==> src/rtl/core/ert_pkg.sv <==
// Package of the expiring registration table.
// Holds field widths, request and status codes and the sequencer state type.
// Used by every other file of the block but ert_table_mem; depends on nothing.
`timescale 1ns / 1ps

package ert_pkg;

	localparam int REQ_W    = 2;
	localparam int KEY_W    = 32;
	localparam int NOW_W    = 64;
	localparam int LIFE_W   = 32;
	localparam int STATUS_W = 2;
	localparam int SLOT_W   = 10;
	localparam int CNT_W    = 11;

	localparam int APB_ADDR_W = 3;
	localparam int APB_DATA_W = 32;

	localparam logic [CNT_W-1:0] COUNT_LOW   = CNT_W'(32);
	localparam logic [CNT_W-1:0] COUNT_HIGH  = CNT_W'(1024);
	localparam logic [CNT_W-1:0] COUNT_RESET = CNT_W'(1024);

	// Register index as decoded from paddr[2].
	localparam logic REG_SLOTS_IN_USE = 1'b0;

	localparam logic [REQ_W-1:0] REQ_ADD    = 2'd0;
	localparam logic [REQ_W-1:0] REQ_LOOKUP = 2'd1;
	localparam logic [REQ_W-1:0] REQ_TICK   = 2'd2;

	localparam logic [STATUS_W-1:0] STAT_DONE = 2'd0;
	localparam logic [STATUS_W-1:0] STAT_FULL = 2'd1;
	localparam logic [STATUS_W-1:0] STAT_MISS = 2'd2;

	typedef enum logic [1:0] {
		ST_CLEAR,
		ST_IDLE,
		ST_SCAN,
		ST_DONE
	} ert_state_t;

endpackage

==> src/rtl/core/ert_ifs.sv <==
// Request and response channel interfaces of the expiring registration table.
// Depends on ert_pkg for the field widths.
`timescale 1ns / 1ps

interface ert_req_if;
	import ert_pkg::*;

	logic                valid;
	logic                ready;
	logic [REQ_W-1:0]    req_type;
	logic [KEY_W-1:0]    from_tag_key;
	logic [KEY_W-1:0]    call_id_key;
	logic [NOW_W-1:0]    now;
	logic [LIFE_W-1:0]   life_ms;

	modport source (
		output valid, req_type, from_tag_key, call_id_key, now, life_ms,
		input  ready
	);
	modport sink (
		input  valid, req_type, from_tag_key, call_id_key, now, life_ms,
		output ready
	);
endinterface

interface ert_rsp_if;
	import ert_pkg::*;

	logic                valid;
	logic                ready;
	logic [STATUS_W-1:0] status;
	logic [SLOT_W-1:0]   slot_index;
	logic [CNT_W-1:0]    freed_count;

	modport source (
		output valid, status, slot_index, freed_count,
		input  ready
	);
	modport sink (
		input  valid, status, slot_index, freed_count,
		output ready
	);
endinterface

==> src/rtl/core/ert_scan.sv <==
// Request sequencer: clears the table after reset, then walks the slots one
// per cycle for add, lookup and tick. Depends on ert_pkg and ert_ifs.
`timescale 1ns / 1ps

module ert_scan #(
	parameter int DEPTH  = 1024,
	parameter int KEY_W  = 32,
	parameter int IDX_W  = $clog2(DEPTH),
	parameter int WORD_W = 1 + 2 * KEY_W + ert_pkg::NOW_W + ert_pkg::LIFE_W
) (
	input  logic                     clk,
	input  logic                     arst_n,
	input  logic [ert_pkg::CNT_W-1:0] active_count,
	ert_req_if.sink                  req,
	ert_rsp_if.source                rsp,
	output logic                     mem_wr_en,
	output logic [IDX_W-1:0]         mem_wr_addr,
	output logic [WORD_W-1:0]        mem_wr_data,
	output logic                     mem_rd_en,
	output logic [IDX_W-1:0]         mem_rd_addr,
	input  logic [WORD_W-1:0]        mem_rd_data
);
	import ert_pkg::*;

	typedef struct packed {
		logic              valid;
		logic [KEY_W-1:0]  tag;
		logic [KEY_W-1:0]  call;
		logic [NOW_W-1:0]  birth;
		logic [LIFE_W-1:0] life;
	} slot_word_t;

	ert_state_t state_q, state_d;

	logic [IDX_W-1:0]    clr_q;
	logic [CNT_W-1:0]    ctr_q;
	logic [CNT_W-1:0]    n_q;
	logic [REQ_W-1:0]    req_type_q;
	logic [KEY_W-1:0]    tag_q;
	logic [KEY_W-1:0]    call_q;
	logic [NOW_W-1:0]    now_q;
	logic [LIFE_W-1:0]   life_q;
	logic                eval_s1;
	logic [IDX_W-1:0]    idx_s1;
	logic [CNT_W-1:0]    freed_q;
	logic [STATUS_W-1:0] res_status_q;
	logic [IDX_W-1:0]    res_slot_q;

	logic                rsp_valid_q;
	logic [STATUS_W-1:0] out_status_q;
	logic [SLOT_W-1:0]   out_slot_q;
	logic [CNT_W-1:0]    out_freed_q;

	slot_word_t        rd_word;
	slot_word_t        wr_word;
	logic [NOW_W:0]    expiry;
	logic              is_free;
	logic              is_match;
	logic              is_expired;
	logic              scan_more;
	logic              scan_hit;
	logic              expire_now;
	logic              accept;
	logic              known_req;
	logic              rsp_load;

	assign rd_word    = slot_word_t'(mem_rd_data);
	assign expiry     = {1'b0, rd_word.birth} + {(NOW_W - LIFE_W + 1)'(0), rd_word.life};
	assign is_free    = !rd_word.valid;
	assign is_match   = rd_word.valid && (rd_word.tag == tag_q) && (rd_word.call == call_q);
	assign is_expired = rd_word.valid && (expiry < {1'b0, now_q});
	assign scan_more  = ctr_q < n_q;
	assign known_req  = (req.req_type == REQ_ADD) || (req.req_type == REQ_LOOKUP)
		|| (req.req_type == REQ_TICK);
	assign accept     = req.valid && req.ready;

	always_comb begin
		state_d     = state_q;
		req.ready   = 1'b0;
		mem_wr_en   = 1'b0;
		mem_wr_addr = idx_s1;
		wr_word     = '0;
		mem_rd_en   = 1'b0;
		mem_rd_addr = ctr_q[IDX_W-1:0];
		scan_hit    = 1'b0;
		expire_now  = 1'b0;
		rsp_load    = 1'b0;
		case (state_q)
			ST_CLEAR: begin
				mem_wr_en   = 1'b1;
				mem_wr_addr = clr_q;
				if (clr_q == IDX_W'(DEPTH - 1)) begin
					state_d = ST_IDLE;
				end
			end
			ST_IDLE: begin
				req.ready = 1'b1;
				if (req.valid) begin
					state_d = known_req ? ST_SCAN : ST_DONE;
				end
			end
			ST_SCAN: begin
				mem_rd_en = scan_more;
				if (eval_s1) begin
					case (req_type_q)
						REQ_ADD: begin
							if (is_free) begin
								scan_hit  = 1'b1;
								mem_wr_en = 1'b1;
								wr_word   = '{valid: 1'b1, tag: tag_q, call: call_q,
									birth: now_q, life: life_q};
							end
						end
						REQ_LOOKUP: begin
							scan_hit = is_match;
						end
						REQ_TICK: begin
							if (is_expired) begin
								expire_now = 1'b1;
								mem_wr_en  = 1'b1;
								wr_word    = '{valid: 1'b0, tag: rd_word.tag,
									call: rd_word.call, birth: '0, life: '0};
							end
						end
						default: begin
						end
					endcase
				end
				if (scan_hit || (!eval_s1 && !scan_more)) begin
					state_d = ST_DONE;
				end
			end
			ST_DONE: begin
				if (!rsp_valid_q || rsp.ready) begin
					rsp_load = 1'b1;
					state_d  = ST_IDLE;
				end
			end
			default: begin
				state_d = ST_CLEAR;
			end
		endcase
		mem_wr_data = WORD_W'(wr_word);
	end

	always_ff @(posedge clk or negedge arst_n) begin
		if (!arst_n) begin
			state_q <= ST_CLEAR;
		end else begin
			state_q <= state_d;
		end
	end

	always_ff @(posedge clk or negedge arst_n) begin
		if (!arst_n) begin
			clr_q       <= '0;
			ctr_q       <= '0;
			eval_s1     <= 1'b0;
			freed_q     <= '0;
			rsp_valid_q <= 1'b0;
		end else begin
			if (state_q == ST_CLEAR) begin
				clr_q <= clr_q + IDX_W'(1);
			end
			if (accept) begin
				ctr_q   <= '0;
				freed_q <= '0;
			end else if (mem_rd_en) begin
				ctr_q <= ctr_q + CNT_W'(1);
			end
			if (expire_now) begin
				freed_q <= freed_q + CNT_W'(1);
			end
			eval_s1 <= mem_rd_en;
			if (rsp_load) begin
				rsp_valid_q <= 1'b1;
			end else if (rsp.ready) begin
				rsp_valid_q <= 1'b0;
			end
		end
	end

	always_ff @(posedge clk) begin
		idx_s1 <= mem_rd_addr;
		if (accept) begin
			n_q        <= active_count;
			req_type_q <= req.req_type;
			tag_q      <= req.from_tag_key[KEY_W-1:0];
			call_q     <= req.call_id_key[KEY_W-1:0];
			now_q      <= req.now;
			life_q     <= req.life_ms;
			res_slot_q <= '0;
			case (req.req_type)
				REQ_ADD:  res_status_q <= STAT_FULL;
				REQ_TICK: res_status_q <= STAT_DONE;
				default:  res_status_q <= STAT_MISS;
			endcase
		end else if (scan_hit) begin
			res_status_q <= STAT_DONE;
			res_slot_q   <= idx_s1;
		end
		if (rsp_load) begin
			out_status_q <= res_status_q;
			out_slot_q   <= SLOT_W'(res_slot_q);
			out_freed_q  <= (req_type_q == REQ_TICK) ? freed_q : '0;
		end
	end

	assign rsp.valid       = rsp_valid_q;
	assign rsp.status      = out_status_q;
	assign rsp.slot_index  = out_slot_q;
	assign rsp.freed_count = out_freed_q;

endmodule

==> src/flat_wrapper.sv <==
// flat-port wrapper written by rule: the top's interface ports become plain ports
module ert_scan_flat import ert_pkg::*;
#(
	parameter int DEPTH  = 1024,
	parameter int KEY_W  = 32,
	parameter int IDX_W  = $clog2(DEPTH),
	parameter int WORD_W = 1 + 2 * KEY_W + ert_pkg::NOW_W + ert_pkg::LIFE_W
)
  (clk, arst_n, active_count, mem_wr_en, mem_wr_addr, mem_wr_data, mem_rd_en, mem_rd_addr, mem_rd_data, req_valid, req_req_type, req_from_tag_key, req_call_id_key, req_now, req_life_ms, req_ready, rsp_valid, rsp_status, rsp_slot_index, rsp_freed_count, rsp_ready);
  ert_req_if req_i ();
  ert_rsp_if rsp_i ();
  input  logic clk;
  input  logic arst_n;
  input  logic [ert_pkg::CNT_W-1:0] active_count;
  output logic mem_wr_en;
  output logic [IDX_W-1:0] mem_wr_addr;
  output logic [WORD_W-1:0] mem_wr_data;
  output logic mem_rd_en;
  output logic [IDX_W-1:0] mem_rd_addr;
  input  logic [WORD_W-1:0] mem_rd_data;
  input wire logic [$bits(req_i.valid)-1:0] req_valid;
  input wire logic [$bits(req_i.req_type)-1:0] req_req_type;
  input wire logic [$bits(req_i.from_tag_key)-1:0] req_from_tag_key;
  input wire logic [$bits(req_i.call_id_key)-1:0] req_call_id_key;
  input wire logic [$bits(req_i.now)-1:0] req_now;
  input wire logic [$bits(req_i.life_ms)-1:0] req_life_ms;
  output wire logic [$bits(req_i.ready)-1:0] req_ready;
  output wire logic [$bits(rsp_i.valid)-1:0] rsp_valid;
  output wire logic [$bits(rsp_i.status)-1:0] rsp_status;
  output wire logic [$bits(rsp_i.slot_index)-1:0] rsp_slot_index;
  output wire logic [$bits(rsp_i.freed_count)-1:0] rsp_freed_count;
  input wire logic [$bits(rsp_i.ready)-1:0] rsp_ready;
  assign req_i.valid = req_valid;
  assign req_i.req_type = req_req_type;
  assign req_i.from_tag_key = req_from_tag_key;
  assign req_i.call_id_key = req_call_id_key;
  assign req_i.now = req_now;
  assign req_i.life_ms = req_life_ms;
  assign req_ready = req_i.ready;
  assign rsp_valid = rsp_i.valid;
  assign rsp_status = rsp_i.status;
  assign rsp_slot_index = rsp_i.slot_index;
  assign rsp_freed_count = rsp_i.freed_count;
  assign rsp_i.ready = rsp_ready;
  ert_scan #(.DEPTH(DEPTH), .KEY_W(KEY_W), .IDX_W(IDX_W), .WORD_W(WORD_W)) u_core (.clk(clk), .arst_n(arst_n), .active_count(active_count), .req(req_i), .rsp(rsp_i), .mem_wr_en(mem_wr_en), .mem_wr_addr(mem_wr_addr), .mem_wr_data(mem_wr_data), .mem_rd_en(mem_rd_en), .mem_rd_addr(mem_rd_addr), .mem_rd_data(mem_rd_data));
endmodule
==> config.mk <==
export PLATFORM = sky130hd
export DESIGN_NAME = ert_scan_flat
export DESIGN_NICKNAME = d
export VERILOG_FILES = /design/src/rtl/core/ert_pkg.sv /design/src/rtl/core/ert_ifs.sv /design/src/rtl/core/ert_scan.sv /design/src/flat_wrapper.sv
export SDC_FILE = /design/constraint.sdc
export NUM_CORES = 1
export LEC_CHECK = 0
export BUFFER_PORTS_ARGS = -buffer_cell sky130_fd_sc_hd__buf_4
export CAP_MARGIN = 20
export CORE_MARGIN = 10
export CORE_UTILIZATION = 35
export DETAILED_ROUTE_END_ITERATION = 8
export PLACE_DENSITY_LB_ADDON = 0.3
export SLEW_MARGIN = 25
export SYNTH_ARGS = -nofsm -noshare
export SYNTH_HDL_FRONTEND = slang
export SYNTH_SLANG_ARGS = --single-unit
==> constraint.sdc <==
create_clock -name clk -period 11.9 [get_ports clk]
set_input_delay 2.975 -clock clk [delete_from_list [all_inputs] [get_ports clk]]
set_output_delay 2.975 -clock clk [all_outputs]
set_load 0.005 [all_outputs]
Word level (Yosys, flattened, before mapping)
Index checks and enable logic that the tools add are counted.

Bits in latches: 0. Word-level logic and storage cells: 95. Bits in read-only memories: 0. Memories: 0. Bits in writable memories: 0. Bits in registers: 254.

Multiplexer cells: 37. $lt $le $gt $ge: 2. Shift-type cells: 0. Bitwise logic cells: 0. Add/subtract/negate cells: 4. $mul: 0. Equal/unequal tests: 14. Reduce and logical (&&, ||, !) cells: 20. Divide/modulo/power cells: 0.

Operators with widths (count): two-way mux 161 bit (3); case mux 161 bit (2 select lines) (1); two-way mux 160 bit (1); adder 64 x 32 -> 65 bit (1); less-than comparator 65 x 64 -> 1 bit (1); equality test 32 bit (2); two-way mux 11 bit (4); adder 11 x 1 -> 11 bit, second input constant (2); two-way mux 1 bit (16); two-way mux 2 bit (6); less-than comparator 11 bit (1); adder 10 x 1 -> 10 bit, second input constant (1); equality test 10 bit, second input constant (1); two-way mux 10 bit (1); equality test 2 bit, second input constant (4); case mux 2 bit (4 select lines) (1); nonzero test 2 bit (4); equality test 2 x 1 -> 1 bit, second input constant (3); logical NOT 2 bit (3); inequality test 2 x 1 -> 1 bit, second input constant (3); case mux 1 bit (2 select lines) (3); logical AND 1 bit (5); logical OR 1 bit (4); case mux 2 bit (2 select lines) (1); 3 further kinds (5).

Logic depth before layout (Yosys ltp)
Depth in word-level cells: 9. Mapped depth: 23. Gate-level depth less buffers: 21.

Worst setup path before layout
No wires, ideal clock.

Kind: input to output. Start: in mem_rd_data[0]. End: out mem_wr_data[147]. Slack: 1.755 ns. Arrival time: 7.170 ns. Cell stages on the path: 23. Cell sequence: ha_1 -> fa_1 -> a211oi_2 -> o211ai_1 -> o2111ai_1 -> a21oi_1 -> o21bai_2 -> o41ai_4 -> nor3_2 -> nand4_1 -> xnor2_1 -> ha_1 -> nand4_1 -> or2_1 -> or3_1 -> nor2_1 -> nand4_1 -> a31o_2 -> o31a_1 -> buf_4 -> buf_2 -> a22oi_1 -> nor2_1.

Longest elaborated chain between the ends: 7.

Ends and longest elaborated chain: start: declaration (RTL line flat_wrapper.sv:20) `input logic [WORD_W-1:0] mem_rd_data;`; adder 64 x 32 -> 65 bit (RTL line ert_scan.sv:68) `assign expiry = {1'b0, rd_word.birth} + {(NOW_W - LIFE_W + 1)'(0), rd_word.life};`; less-than comparator 65 x 64 -> 1 bit (RTL line ert_scan.sv:71) `assign is_expired = rd_word.valid && (expiry < {1'b0, now_q});`; logical AND 1 bit (RTL line ert_scan.sv:71); two-way mux 160 bit (RTL line ert_scan.sv:118) `if (is_expired) begin`; case mux 161 bit (2 select lines) (RTL line ert_scan.sv:105) `case (req_type_q)`; two-way mux 161 bit (RTL line ert_scan.sv:104) `if (eval_s1) begin`; two-way mux 161 bit (RTL line ert_scan.sv:88) `case (state_q)`; end: declaration (RTL line flat_wrapper.sv:17) `output logic [WORD_W-1:0] mem_wr_data;`.

Every way passes these cells.

Worst setup path in the final report
Start: in mem_rd_data[0]. End: out mem_wr_data[129].

The elaborated chain is that of the path after synthesis.

==> impl_metrics.env <==
export IMPL_status="finished clean"
export IMPL_ctsResizeCount=0
export IMPL_power_density_nw_per_um2=149
export IMPL_utilization_pct=48.8
export IMPL_post_cts_buffers=0
export IMPL_slew_headroom_pct=37.9
export IMPL_ys_types=63
export IMPL_vias_per_cell=5.24
export IMPL_power_leakage_nw=9.23
export IMPL_wirelength_um=56200
export IMPL_setup_worst_path_class="input port to output port"
export IMPL_slowest_stage="nor3_2"
export IMPL_core_area_sq_um=42100
export IMPL_stdcell_area_sq_um=20500
export IMPL_grt_antenna_before_repair=5
export IMPL_drc=0
export IMPL_final_hold_viol_count=0
export IMPL_avgRoutedWirePerCell_um=22.5
export IMPL_grtUsageTotal_pct=20.5
export IMPL_yosys_register_bits=254
export IMPL_yosys_warnings=0
export IMPL_crit_top_cell="nand4_1"
export IMPL_die_area_sq_um=51400
export IMPL_clock_latency_ns=0.58
export IMPL_start_kind="input port"
export IMPL_worst_clock_skew_ns=0.0118
export IMPL_tightest_slew_ns=0.932
export IMPL_grt_pass1_wl_um=81300
export IMPL_grt_max_degree=122
export IMPL_vdd_drop_max_mv=0.129
export IMPL_start_util_pct=35.5
export IMPL_grt_pass1_vias=12900
export IMPL_cp_max_fo=43
export IMPL_post_synth_top_area_cell="edfxtp_1"
export IMPL_netlist_instances=1407
export IMPL_synth_avg_cell_area_sq_um=10.6
export IMPL_layout_common_cells="buf_4, edfxtp_1, nor2_1"
export IMPL_cp_top_family="simple AND/OR/NAND/NOR gates"
export IMPL_nNetsFinal=2382
export IMPL_synthAdderAreaFrac_pct=9.50
export IMPL_async_reset_ff_share_pct=14.2
export IMPL_crit_path_cell_trace="buf_4, ha_1, fa_1, a211oi_2, o211ai_1, o2111ai_1, a21oi_1, o21bai_2, o41ai_4, nor3_2, nand4_1, xnor2_1, ha_1, nand4_1, or2_1, or3_1, nor2_1, nand4_1, a31o_2, o31a_2, buf_12, a22oi_1, nor2_1, buf_4"
export IMPL_critical_path_required_ns=8.93
export IMPL_synth_xor_area_share_pct=8.31
export IMPL_gp_congestion=0.954
export IMPL_cts_sinks=254
export IMPL_rsz0062_at_grt="false"
export IMPL_via_count=13100
export IMPL_setup_viol=0
export IMPL_synth_top_family_by_area="simple AND/OR/NAND/NOR gates"
export IMPL_period_minus_slack_ns=11.50
export IMPL_hpwlAfterDp_um=44700
export IMPL_synth_top_area_share_pct=39.7
export IMPL_drtPass1Iterations=6
export IMPL_grt_overflow=0
export IMPL_holdBufCountCts=0
export IMPL_arrival_ns=8.53
export IMPL_synth_seq_area_share_pct=48.4
export IMPL_syn_to_final_growth_pct=37.4
export IMPL_placed_area_sq_um=19500
export IMPL_hold_class="flip-flop to flip-flop"
export IMPL_finalPower_mw=3.06
export IMPL_rows=75
export IMPL_synth_compound_area_share_pct=11.4
export IMPL_period_share_pct=96.7
export IMPL_clockRootBuffer="clkbuf_16"
export IMPL_maxSlewViolCount=0
export IMPL_path_buf_inv=3
export IMPL_numCtsBuffers=31
export IMPL_cts_tree="built"
export IMPL_critPathMaxStageDelay_ns=0.62
export IMPL_synth_simple_area_share_pct=16.0
export IMPL_tns_ns=0
export IMPL_cp_end_kind="output port"
export IMPL_cts_path_max_buffers=3
export IMPL_place_port_buffers=545
export IMPL_die_y_um=227
export IMPL_drtAntennaViolNets=0
export IMPL_layout_commonest_cell="buf_4"
export IMPL_syn_num_nets=1858
export IMPL_synth_edf_count=198
export IMPL_clock_fmax_mhz=86.9
export IMPL_drv_cap=0
export IMPL_path_clk_slew_ns=0.06
export IMPL_synthFlopType="edfxtp_1"
export IMPL_synthTopCellsByArea="edfxtp_1, ha_1, xnor2_1"
export IMPL_dieWidth_um=227
export IMPL_drive_gt1_share_pct=32.7
export IMPL_drtIter0Drc=929
export IMPL_netlist_area_sq_um=15000
export IMPL_h_tree_depth=1
export IMPL_ios=546
export IMPL_synth_mux_area_share_pct=1.90
==> power breakdown <==
part           switching [mW]  total, mW  internal, mW
registers               0.102       1.27          1.17
logic                   0.494      0.865         0.372
clock network           0.397      0.924         0.526
==> final timing paths <==
kind,slack (ns),to,cells past startpoint,startpoint
max in group asynchronous,9.20,u_core.freed_q[9]$_DFFE_PN0P_,1,arst_n
hold reg to reg,0.43,u_core.rsp.status[1]$_DFFE_PP_,0,u_core.res_status_q[1]$_SDFFCE_PN0P_
setup / recovery,0.40,mem_wr_data[129],24,mem_rd_data[0]
min in group asynchronous,2.35,u_core.ctr_q[3]$_DFFE_PN0P_,1,arst_n
setup reg to reg,8.37,u_core.res_status_q[1]$_SDFFCE_PN0P_,6,u_core.req_type_q[0]$_DFFE_PP_
hold / removal,0.43,u_core.rsp.status[1]$_DFFE_PP_,0,u_core.res_status_q[1]$_SDFFCE_PN0P_
==> worst register-to-register path, stage by stage, from the launching register on <==
cell and delay (ns):
edfxtp_1 0.45, nor3_2 0.17, buf_4 0.55, buf_4 0.79
o21bai_1 0.38, and2_1 0.66, or2_2 0.25
==> flip-flops by register name, summed over array words and instances (netlist names) <==
| register | cells |
|---|---|
| u_core.res_slot_q | 10 |
| u_core.clr_q | 10 |
| u_core.rsp.valid | 1 |
| u_core.freed_q | 11 |
| u_core.now_q | 64 |
| u_core.state_q | 2 |
| u_core.life_q | 32 |
| u_core.req_type_q | 2 |
| u_core.ctr_q | 11 |
| u_core.n_q | 11 |
| u_core.rsp.freed_count | 11 |
| u_core.tag_q | 32 |
| u_core.rsp.slot_index | 10 |
| u_core.res_status_q | 2 |
| u_core.idx_s1 | 10 |
| u_core.eval_s1 | 1 |
| u_core.rsp.status | 2 |
| u_core.call_q | 32 |
==> cell families after synthesis <==
kind of cell,after synthesis
AO/OA/AOI/OAI,250
XOR/XNOR,142
adder cells (fa/ha/maj),113
buffers and inverters,159
flip-flops,254
multiplexers,27
AND/OR/NAND/NOR,462
==> layout make-up <==
| cell class | count | area [sq um] |
|---|---|---|
| diodes | 4 | 10.0 |
| clock buffers | 36 | 836 |
| clock inverters | 22 | 160 |
| fillers | 3904 | 21600 |
| inverters | 94 | 360 |
| multi-input cells | 994 | 7060 |
| flip-flops and latches | 254 | 7250 |
| well taps | 539 | 674 |
| repair buffers | 556 | 4200 |
==> synthesized netlist by cell type, types with 12 or more instances <==
cell and n:
nand4_1 47, a22oi_1 64, inv_1 94, nand2_1 67
a21o_1 19, edfxtp_1 198, mux2i_1 16, dfrtp_1 36
buf_4 16, nor2_1 121, dfxtp_1 20, nor3_1 15
xnor2_1 106, and3_1 113, nand2b_1 12, a21oi_1 54
xor2_1 36, o21ai_0 39, nand3_1 35, ha_1 112
and2_1 18, clkbuf_1 40
==> layer usage <==
metal  up-vias  part of all wire, %  GRT usage [%]
met2       472                   49           34.6
met3        87                  7.6           5.12
met1      6336                   41           25.4
met4         2                  2.9           6.17
met5         -                0.036              0
li1       6194                    -              -
==> per-stage QoR <==
step | cells | setup WS (ns) | hold slack (ns)
after floorplan | 1407 | 1.75 | 0.400
after global placement | 2436 | 0.479 | 0.405
after detailed placement | 2436 | 0.472 | 0.412
after CTS | 2494 | 0.465 | 0.431
after global routing | 2499 | 0.0912 | 0.440
final | 2499 | 0.397 | 0.428
(Power assumes the default switching activity.)
